**src/zoet_pkg.sv**
```systemverilog
// zoet_pkg: shared types, constants and helpers for the zone occupancy tracker
// no dependencies; imported by every other file of the block
`default_nettype none

package zoet_pkg;

  // default sizing
  localparam int SLOTS_DEF      = 64;
  localparam int COORD_BITS_DEF = 32;

  // fixed field widths
  localparam int CMD_W     = 2;
  localparam int ID_W      = 32;
  localparam int POS_W     = 32;
  localparam int TALLY_W   = 16;
  localparam int CFG_W     = 32;
  localparam int CFG_IDX_W = 3;
  localparam int NUM_BOX   = 6;
  localparam int NUM_AXES  = 3;

  // item commands
  typedef logic [CMD_W-1:0] zoet_cmd_t;
  localparam zoet_cmd_t CMD_BEGIN  = 2'd0;
  localparam zoet_cmd_t CMD_SAMPLE = 2'd1;
  localparam zoet_cmd_t CMD_END    = 2'd2;

  // operations broadcast along the slot chain
  typedef logic [1:0] zoet_op_t;
  localparam zoet_op_t OP_HOLD   = 2'd0;
  localparam zoet_op_t OP_BEGIN  = 2'd1;
  localparam zoet_op_t OP_SAMPLE = 2'd2;
  localparam zoet_op_t OP_SHIFT  = 2'd3;

  // contents of one slot
  typedef struct packed {
    logic [ID_W-1:0] obj;
    logic            was_in;
    logic            now_in;
    logic            seen;
  } zoet_slot_t;

  // control broadcast to every cell
  typedef struct packed {
    zoet_op_t op;
    logic     in_box;
    logic     hit;
    logic     kept;
  } zoet_ctl_t;

  // saturating tally increment
  function automatic logic [TALLY_W-1:0] sat_inc(input logic [TALLY_W-1:0] v);
    logic [TALLY_W-1:0] r;
    r = (v == {TALLY_W{1'b1}}) ? v : v + TALLY_W'(1);
    return r;
  endfunction

endpackage

`default_nettype wire

```
**src/zoet_cell.sv**
```systemverilog
// zoet_cell: one slot of the tracking chain, holds an id and its three marks
// depends on zoet_pkg
`default_nettype none

module zoet_cell import zoet_pkg::*; #(
  parameter int SLOTS = SLOTS_DEF,
  parameter int IDX   = 0,
  localparam int CNT_W = $clog2(SLOTS + 1)
) (
  input  wire logic             clk,
  input  wire logic             rst,
  input  wire zoet_ctl_t        ctl,
  input  wire logic [ID_W-1:0]  id,
  input  wire logic [CNT_W-1:0] used,
  input  wire logic [CNT_W-1:0] tail,
  input  wire zoet_slot_t       head,
  input  wire zoet_slot_t       right,
  output zoet_slot_t            slot,
  output logic                  match
);

  logic [ID_W-1:0] obj;
  logic            was_in;
  logic            now_in;
  logic            seen;
  zoet_slot_t      slot_next;
  logic            live;
  logic            append_here;
  logic            at_tail;

  assign slot        = '{obj: obj, was_in: was_in, now_in: now_in, seen: seen};
  assign live        = CNT_W'(IDX) < used;
  assign match       = live && (obj == id);
  assign append_here = !ctl.hit && (CNT_W'(IDX) == used);
  assign at_tail     = CNT_W'(IDX) == tail;

  always_comb begin
    slot_next = slot;
    unique case (ctl.op)
      OP_BEGIN: begin
        if (live) begin
          slot_next.was_in = now_in;
          slot_next.now_in = 1'b0;
          slot_next.seen   = 1'b0;
        end
      end
      OP_SAMPLE: begin
        if (match) begin
          slot_next.now_in = ctl.in_box;
          slot_next.seen   = 1'b1;
        end else if (append_here) begin
          slot_next.obj    = id;
          slot_next.was_in = 1'b0;
          slot_next.now_in = ctl.in_box;
          slot_next.seen   = 1'b1;
        end
      end
      OP_SHIFT: begin
        // survivor re-enters at the tail of the live run, else pull from the right
        if (at_tail && ctl.kept) begin
          slot_next = head;
        end else begin
          slot_next = right;
        end
      end
      default: begin
      end
    endcase
  end

  always_ff @(posedge clk) begin
    if (rst) begin
      was_in <= 1'b0;
      now_in <= 1'b0;
      seen   <= 1'b0;
    end else begin
      was_in <= slot_next.was_in;
      now_in <= slot_next.now_in;
      seen   <= slot_next.seen;
    end
  end

  always_ff @(posedge clk) begin
    obj <= slot_next.obj;
  end

endmodule

`default_nettype wire

```
**config.mk**
```make
export PLATFORM = sky130hd
export DESIGN_NAME = zoet_cell
export DESIGN_NICKNAME = d
export VERILOG_FILES = /design/src/zoet_pkg.sv /design/src/zoet_cell.sv
export SDC_FILE = /design/constraint.sdc
export NUM_CORES = 1
export LEC_CHECK = 0
export BUFFER_PORTS_ARGS = -buffer_cell sky130_fd_sc_hd__buf_2
export CAP_MARGIN = 0
export CORE_AREA = 2 2 57 99
export CTS_CLUSTER_DIAMETER = 120
export CTS_CLUSTER_SIZE = 14
export DETAILED_ROUTE_END_ITERATION = 7
export DIE_AREA = 0 0 59 101
export PLACE_DENSITY = 0.85
export SLEW_MARGIN = 10
export SYNTH_ARGS = -nofsm -noshare
export SYNTH_HDL_FRONTEND = slang
export SYNTH_SLANG_ARGS = --single-unit
```
**constraint.sdc**
```tcl
create_clock -name clk -period 3.3 [get_ports clk]
set_input_delay 0.165 -clock clk [delete_from_list [all_inputs] [get_ports clk]]
set_output_delay 0.165 -clock clk [all_outputs]
set_load 0.1 [all_outputs]
```
==> results.md, run 1 <==
- Worst skew pair latency: 0.28 ns
- Synthesized area: 2260 um^2
- First DRT Iteration DRCs: 71
- Startpoint types: register
- Drt pass-1 iters: 4
- Clock Pin Slew Worst Setup and Hold Paths: 0.07 ns
- Worst Path Max Fanout: 2
- Critical path's largest stage delay: 0.45 ns
- Post_cts resized: 0
- Layout cell share with drive strength beyond 1: 45.9%
- DR top layer: met4
- Gr usage total: 21.2%
- Least-Margin Pin Slew: 1.00 ns
- Inserted Clock Buffers: 5
- Skew final: 0.00815 ns
- Total grt overflow: 0
- Vias per cell: 5.12
- Fmax: 455 MHz
- Area contributors post-synth: edfxtp_1, mux2i_1, xnor2_1
- Hold-fix buffers, CTS: 0
- Final-report max-slew violation count: 0
- Final routed DRC violation total: 0
- Leakage: 1.61 nW
- Fin Hold WS: 0.0716 ns
- Inserted Diodes: 0
- CTS tree: yes
- Met1 wire length: 2.31 mm
- Synth cell types: 26
- Max-Cap Viols: 0
- Number of global-route vias before repair: 2217
- Worst min path class: primary input to register
- CTS root buf: clkbuf_8
- Seq/Total Area, Yosys: 45.2%
- Yosys reg bits: 35
- Final worst slack: 1.10 ns
- Avg Cell Area, Syn: 10.2 um^2
- First-pass GRT wire length: 9.68 mm
- Vias: 2210
- Synth warnings: 0
- Die area: 5960 um^2
- Chip Height: 101 um
- Core Rows: 35
- Synth Instances: 222
- Tcrit/Tclk final: 66.7%
- Cell count after placement: 424
- Largest net degree at the start of global routing: 67
- Final GP Congestion: 0.836
- Final Non-Filler Cells: 432
- Starting Density: 43.7%
- Max clock buf depth: 2
- Crit path DAT: 2.03 ns
- Final Critical Period: 2.20 ns
- Setup CP Type: register to output port
- Clock sink count: 35
- Setup violations, final: 0
- Core Footprint: 5170 um^2
- DP Worst Slack: 1.32 ns
- Fillcell total: 465
- Synth Flop Type: edfxtp_1
- Total wire length: 6.28 mm
- Area delta synth->final: 39.9%
- EDFF count, synth: 32
- Setup_tns: 0 ns
- Async S/R FF share, synth: 0%
- Setup Fix Bufs, Post-CTS: 0
- PwrDens: 413 nW/um^2
- VDD IR max: 0.299 mV
- Hold Fails Final Rpt: 0
- Met3 WL: 395 um
- Die W: 59 um
- Final ANT Viol Nets: 0
- Area occupied by multi-input gates: 1180 um^2
- Wire length per cell: 14.5 um
- Met2 wire len: 3.38 mm
- Sequential cell area: 1020 um^2
- Post-synth top cells: nand2_1, mux2i_1, o21ai_0
- CP max stage cell: buf_2
- Kind of end point of the critical path: output port
- Crit path cell chain: xnor2_1 > nand4_1 > nor3_1 > nand3_1 > nor3_2 > buf_2
- DPL Wire Length: 5.06 mm
- Htree depth: 2
- Outcome: complete, no violations
- Required @ worst endpoint: 3.13 ns
- Max_slew headroom: 32.8%
- Post-synth top area share: 42.6%
- Nets@finish: 499
- Syn Nets: 345
- Cell taking the most area after synthesis: edfxtp_1
- Input/output buffers: 158
- Most frequent cell after synthesis: nand2_1
- Initial antenna violation count: 0
- RSZ-0062 raised after global routing: false
- Io pins: 159
[cell families after synthesis]
family / synth area share, %
simple gates: 14.1
mux: 15.7
compound gates: 9.70
flops: 45.2
buf+inv: 2.83
xor+xnor: 12.4
[layout by cell type (no fill, tap or decap), types with 3 or more instances in the layout]
master / Yosys / routed
xnor2_1: 32 / 32
a21oi_1: 3 / 3
clkbuf_8: 0 / 5
nor3_1: 4 / 3
nor2_1: 5 / 5
buf_2: 3 / 158
o21ai_0: 33 / 33
edfxtp_1: 32 / 32
nand4_1: 9 / 9
nor2b_1: 3 / 3
mux2i_1: 34 / 34
dfxtp_1: 3 / 3
nand2_1: 36 / 35
[critical path, delay by kind of cell, from the launching register on]
kind                      cells  cell delay, ns
DFF                           1            0.40
and+or+nand+nor               4            0.69
xor gates and xnor gates      1            0.21
buffers and inverters         1            0.45
[stage by stage]
| step | instance area (um^2) | total power, mW | utilization, % |
|---|---|---|---|
| after floorplan | 2260 | 0.884 | - |
| after global placement | 3080 | 1.01 | 59.5 |
| after detailed placement | 3080 | 1.02 | 59.5 |
| after CTS | 3160 | 1.32 | 61.1 |
| after global routing | 3160 | 1.36 | 61.1 |
| final | 3160 | 1.30 | 61.1 |
[final cells by class]
class                   count  area share, %
multi-input cells         174           37.4
flip-flops and latches     35           32.3
repair buffers            160           25.5
clock buffers               7           2.42
well taps                  55           2.18
clock inverters             1          0.159
[per-layer routing]
metal  vias to the layer above  GRT usage (%)
met3                        16           4.62
met2                        99           38.1
li1                       1107              -
met1                       988           22.7
met5                         -              0
met4                         0           9.97
[path summary, 6_finish.rpt]
| path | from | endpoint | slack [ns] | depth (start not counted) |
|---|---|---|---|---|
| max | obj[26] | match | 1.10 | 6 |
| min | rst | now_in | 0.07 | 2 |
| max reg2reg | obj[23] | now_in | 1.57 | 6 |
| min reg2reg | now_in | now_in | 0.49 | 2 |
[registers in the layout (all words and copies together), names as in the netlist]
signal  cells
was_in      1
now_in      1
obj        32
seen        1
[where the power goes]
part | internal, mW | switching [mW]
Sequential | 0.525 | 0.0203
Clock | 0.148 | 0.149
Combinational | 0.130 | 0.331
Power figures use the tool's default switching activity.
==> run 2, diff against run 1 <==
- CORE_AREA: 2 2 57 99 -> 2 2 60 104
- DIE_AREA: 0 0 59 101 -> 0 0 62 106
- PLACE_DENSITY: 0.85 -> 0.77
- clock period: 3.3 -> 2.15 ns (I/O delays scaled with it)
==> results.md, run 2 (synthesis results as in run 1) <==
- Final worst slack: 0.188 ns (-0.912 ns)
- First DRT Iteration DRCs: 110 (+55%)
- P_int: 1.24 mW (+54%)
- Reg2reg path depth: 6 (unchanged)
- Hold_sp: rst
- Crit path cell chain: xnor2_1 > nand4_1 > nor3_2 > nand3_1 > nor3_4 > buf_12
- Starting Density: 39.0% (-4.7 points)
- Startpoint types: register
- Combinational power share: 35.8% (+0.4 points)
- Total grt overflow: 0 (unchanged)
- Setup violations, final: 0 (unchanged)
- Hold Fails Final Rpt: 0 (unchanged)
- Clk pwr share: 22.7% (about the same)
- Input/output buffers: 158 (unchanged)
- Leakage: 1.63 nW (+1.3%)
- Hold Crit Depth: 2 (unchanged)
- Met3 GRT Util: 3.28% (-1.3 points)
- Fin util: 56.1% (-5.0 points)
- Least-Margin Pin Slew: 0.532 ns (-0.472 ns)
- Final Critical Period: 1.96 ns
- Core Footprint: 5790 um^2 (+12%)
- Clock Pin Slew Worst Setup and Hold Paths: 0.07 ns (about the same)
- Setup Fix Bufs, Post-CTS: 0 (unchanged)
- First-pass GRT wire length: 9.86 mm (+1.9%)
- Nets@finish: 502 (+0.60%)
- Drt pass-1 iters: 4 (unchanged)
- Max FFs per register: 32 (unchanged)
- Inserted Diodes: 0 (unchanged)
- Tcrit/Tclk final: 91.2%
- Required @ worst endpoint: 2.04 ns (-1.09 ns)
- Fmax: 510 MHz
- CTS tree: yes
- Max clock buf depth: 2 (unchanged)
- Placed cell area: 3160 um^2 (+2.8%)
- Max_slew headroom: 64.4% (+32 points)
- Final GP Congestion: 0.807 (-3.5%)
- Max-Cap Viols: 0 (unchanged)
- Number of global-route vias before repair: 2252 (+1.6%)
- PwrDens: 620 nW/um^2 (+50%)
- Inserted Clock Buffers: 5 (unchanged)
- Wire length per cell: 14.1 um (-2.7%)
- Most common cell after layout, fill and taps aside: buf_2
- CP max stage cell: edfxtp_1
- Largest register by flop count: obj
- Worst min path class: primary input to register
- Vias: 2222 (+0.54%)
- Worst skew pair latency: 0.28 ns (about the same)
- Cell count after placement: 450 (+6.1%)
- Final Non-Filler Cells: 458 (+6.0%)
- Area delta synth->final: 43.8%
- Worst Hold End: now_in
- Final ANT Viol Nets: 0 (unchanged)
- Final-report max-slew violation count: 0 (unchanged)
- GR peak layer: met2
- Final routed DRC violation total: 0 (unchanged)
- Skew final: 0.00471 ns (-0.00344 ns)
- Io pins: 159 (unchanged)
- Setup_tns: 0 ns (unchanged)
- Switch Pwr: 777 uW (+55%)
- Design Area, Final: 3250 um^2 (+2.9%)
- RSZ-0062 raised after global routing: false
- Outcome: complete, no violations
- Worst r2r dst: now_in
- Sequential share of power: 41.5% (-0.3 points)
- Crit path DAT: 1.85 ns (-0.18 ns)
- Clock sink count: 35 (unchanged)
- Sw frac: 38.6% (+0.20 points)
- Critical path's largest stage delay: 0.41 ns (-0.04 ns)
- Htree depth: 2 (unchanged)
- GR Util met2: 36.2% (-1.9 points)
- Largest net degree at the start of global routing: 36 (-46%)
- DP Worst Slack: 0.274 ns (-1.05 ns)
- Vias per cell: 4.85 (-5.2%)
- Core Rows: 37 (+5.7%)
- Die W: 62 um (+5.1%)
- Layout cell share with drive strength beyond 1: 46.6% (+0.69 points)
- Total power: 2.01 mW (+55%)
- RR Startpoint: obj[27]
- Fin Hold WS: 0.0288 ns (-0.0428 ns)
- Most frequent cells in the layout: buf_2, nand2_1, mux2i_1
- VDD IR max: 0.317 mV (+6.0%)
- Initial antenna violation count: 0 (unchanged)
- CTS root buf: clkbuf_8
- Chip Height: 106 um (+5.0%)
- DPL Wire Length: 5.44 mm (+7.5%)
- Total wire length: 6.48 mm (+3.1%)
- Met1 Track Usage GR: 21.1% (-1.6 points)
- Kind of end point of the critical path: output port
- Die area: 6570 um^2 (+10%)
- Setup CP Type: register to output port
- Reg2Reg Setup Slack: 0.38 ns (-1.19 ns)
- Gr usage total: 20.0% (-1.2 points)
- Worst Path Max Fanout: 2 (unchanged)
==> run 2: cell count changes in the layout (fill, tap and decap cells not counted) <==
cell	change
buf_4	+2
nor3_4	+1
nor3_1	-1
buf_12	+2
buf_2	-1
==> run 2: routing by layer <==
layer	share of wire, %	vias to the layer above
met4	2.3	0
met1	35	1004
li1	-	1111
met3	6.5	12
met5	0	-
met2	56	95
==> run 2: power by group through the flow <==
| stage | Clock (mW) | Sequential, mW | Combinational, mW |
|---|---|---|---|
| finish | 0.458 | 0.835 | 0.721 |
| global route | 0.503 | 0.843 | 0.765 |
| CTS | 0.474 | 0.836 | 0.727 |
| detailed placement | 0 | 0.851 | 0.725 |
| global placement | 0 | 0.847 | 0.718 |
| floorplan | 0 | 1.18 | 0.179 |
==> run 2: cell type report <==
type                    instances  area, um^2
fillers                       533        2540
multi-input cells             174        1190
flip-flops and latches         35        1020
repair buffers                163         856
well taps                      78        97.6
clock buffers                   7        76.3
clock inverters                 1        5.00
==> run 2: repair_timing <==
| item | 4_1_cts | 5_1_grt |
|---|---|---|
| gates resized for setup | 1 | 0 |
| hold buffers | 0 | 0 |
| setup endpoints to repair | 1 | 1 |
| pin swaps | 0 | 1 |
==> run 2: worst max-delay path by stage <==
stage / start / endpoint / cells past startpoint
finish: obj[9] / match / 6
global route: obj[9] / match / 6
CTS: obj[9] / match / 6
detailed placement: obj[9] / now_in / 6
global placement: obj[9] / match / 6
floorplan: obj[6] / match / 5
==> run 2: worst max-delay path: cells and delay by family (launching register included) <==
| kind | cells | cell delay, ns |
|---|---|---|
| simple gates | 4 | 0.72 |
| flops | 1 | 0.41 |
| xor+xnor | 1 | 0.23 |
| buf+inv | 1 | 0.20 |
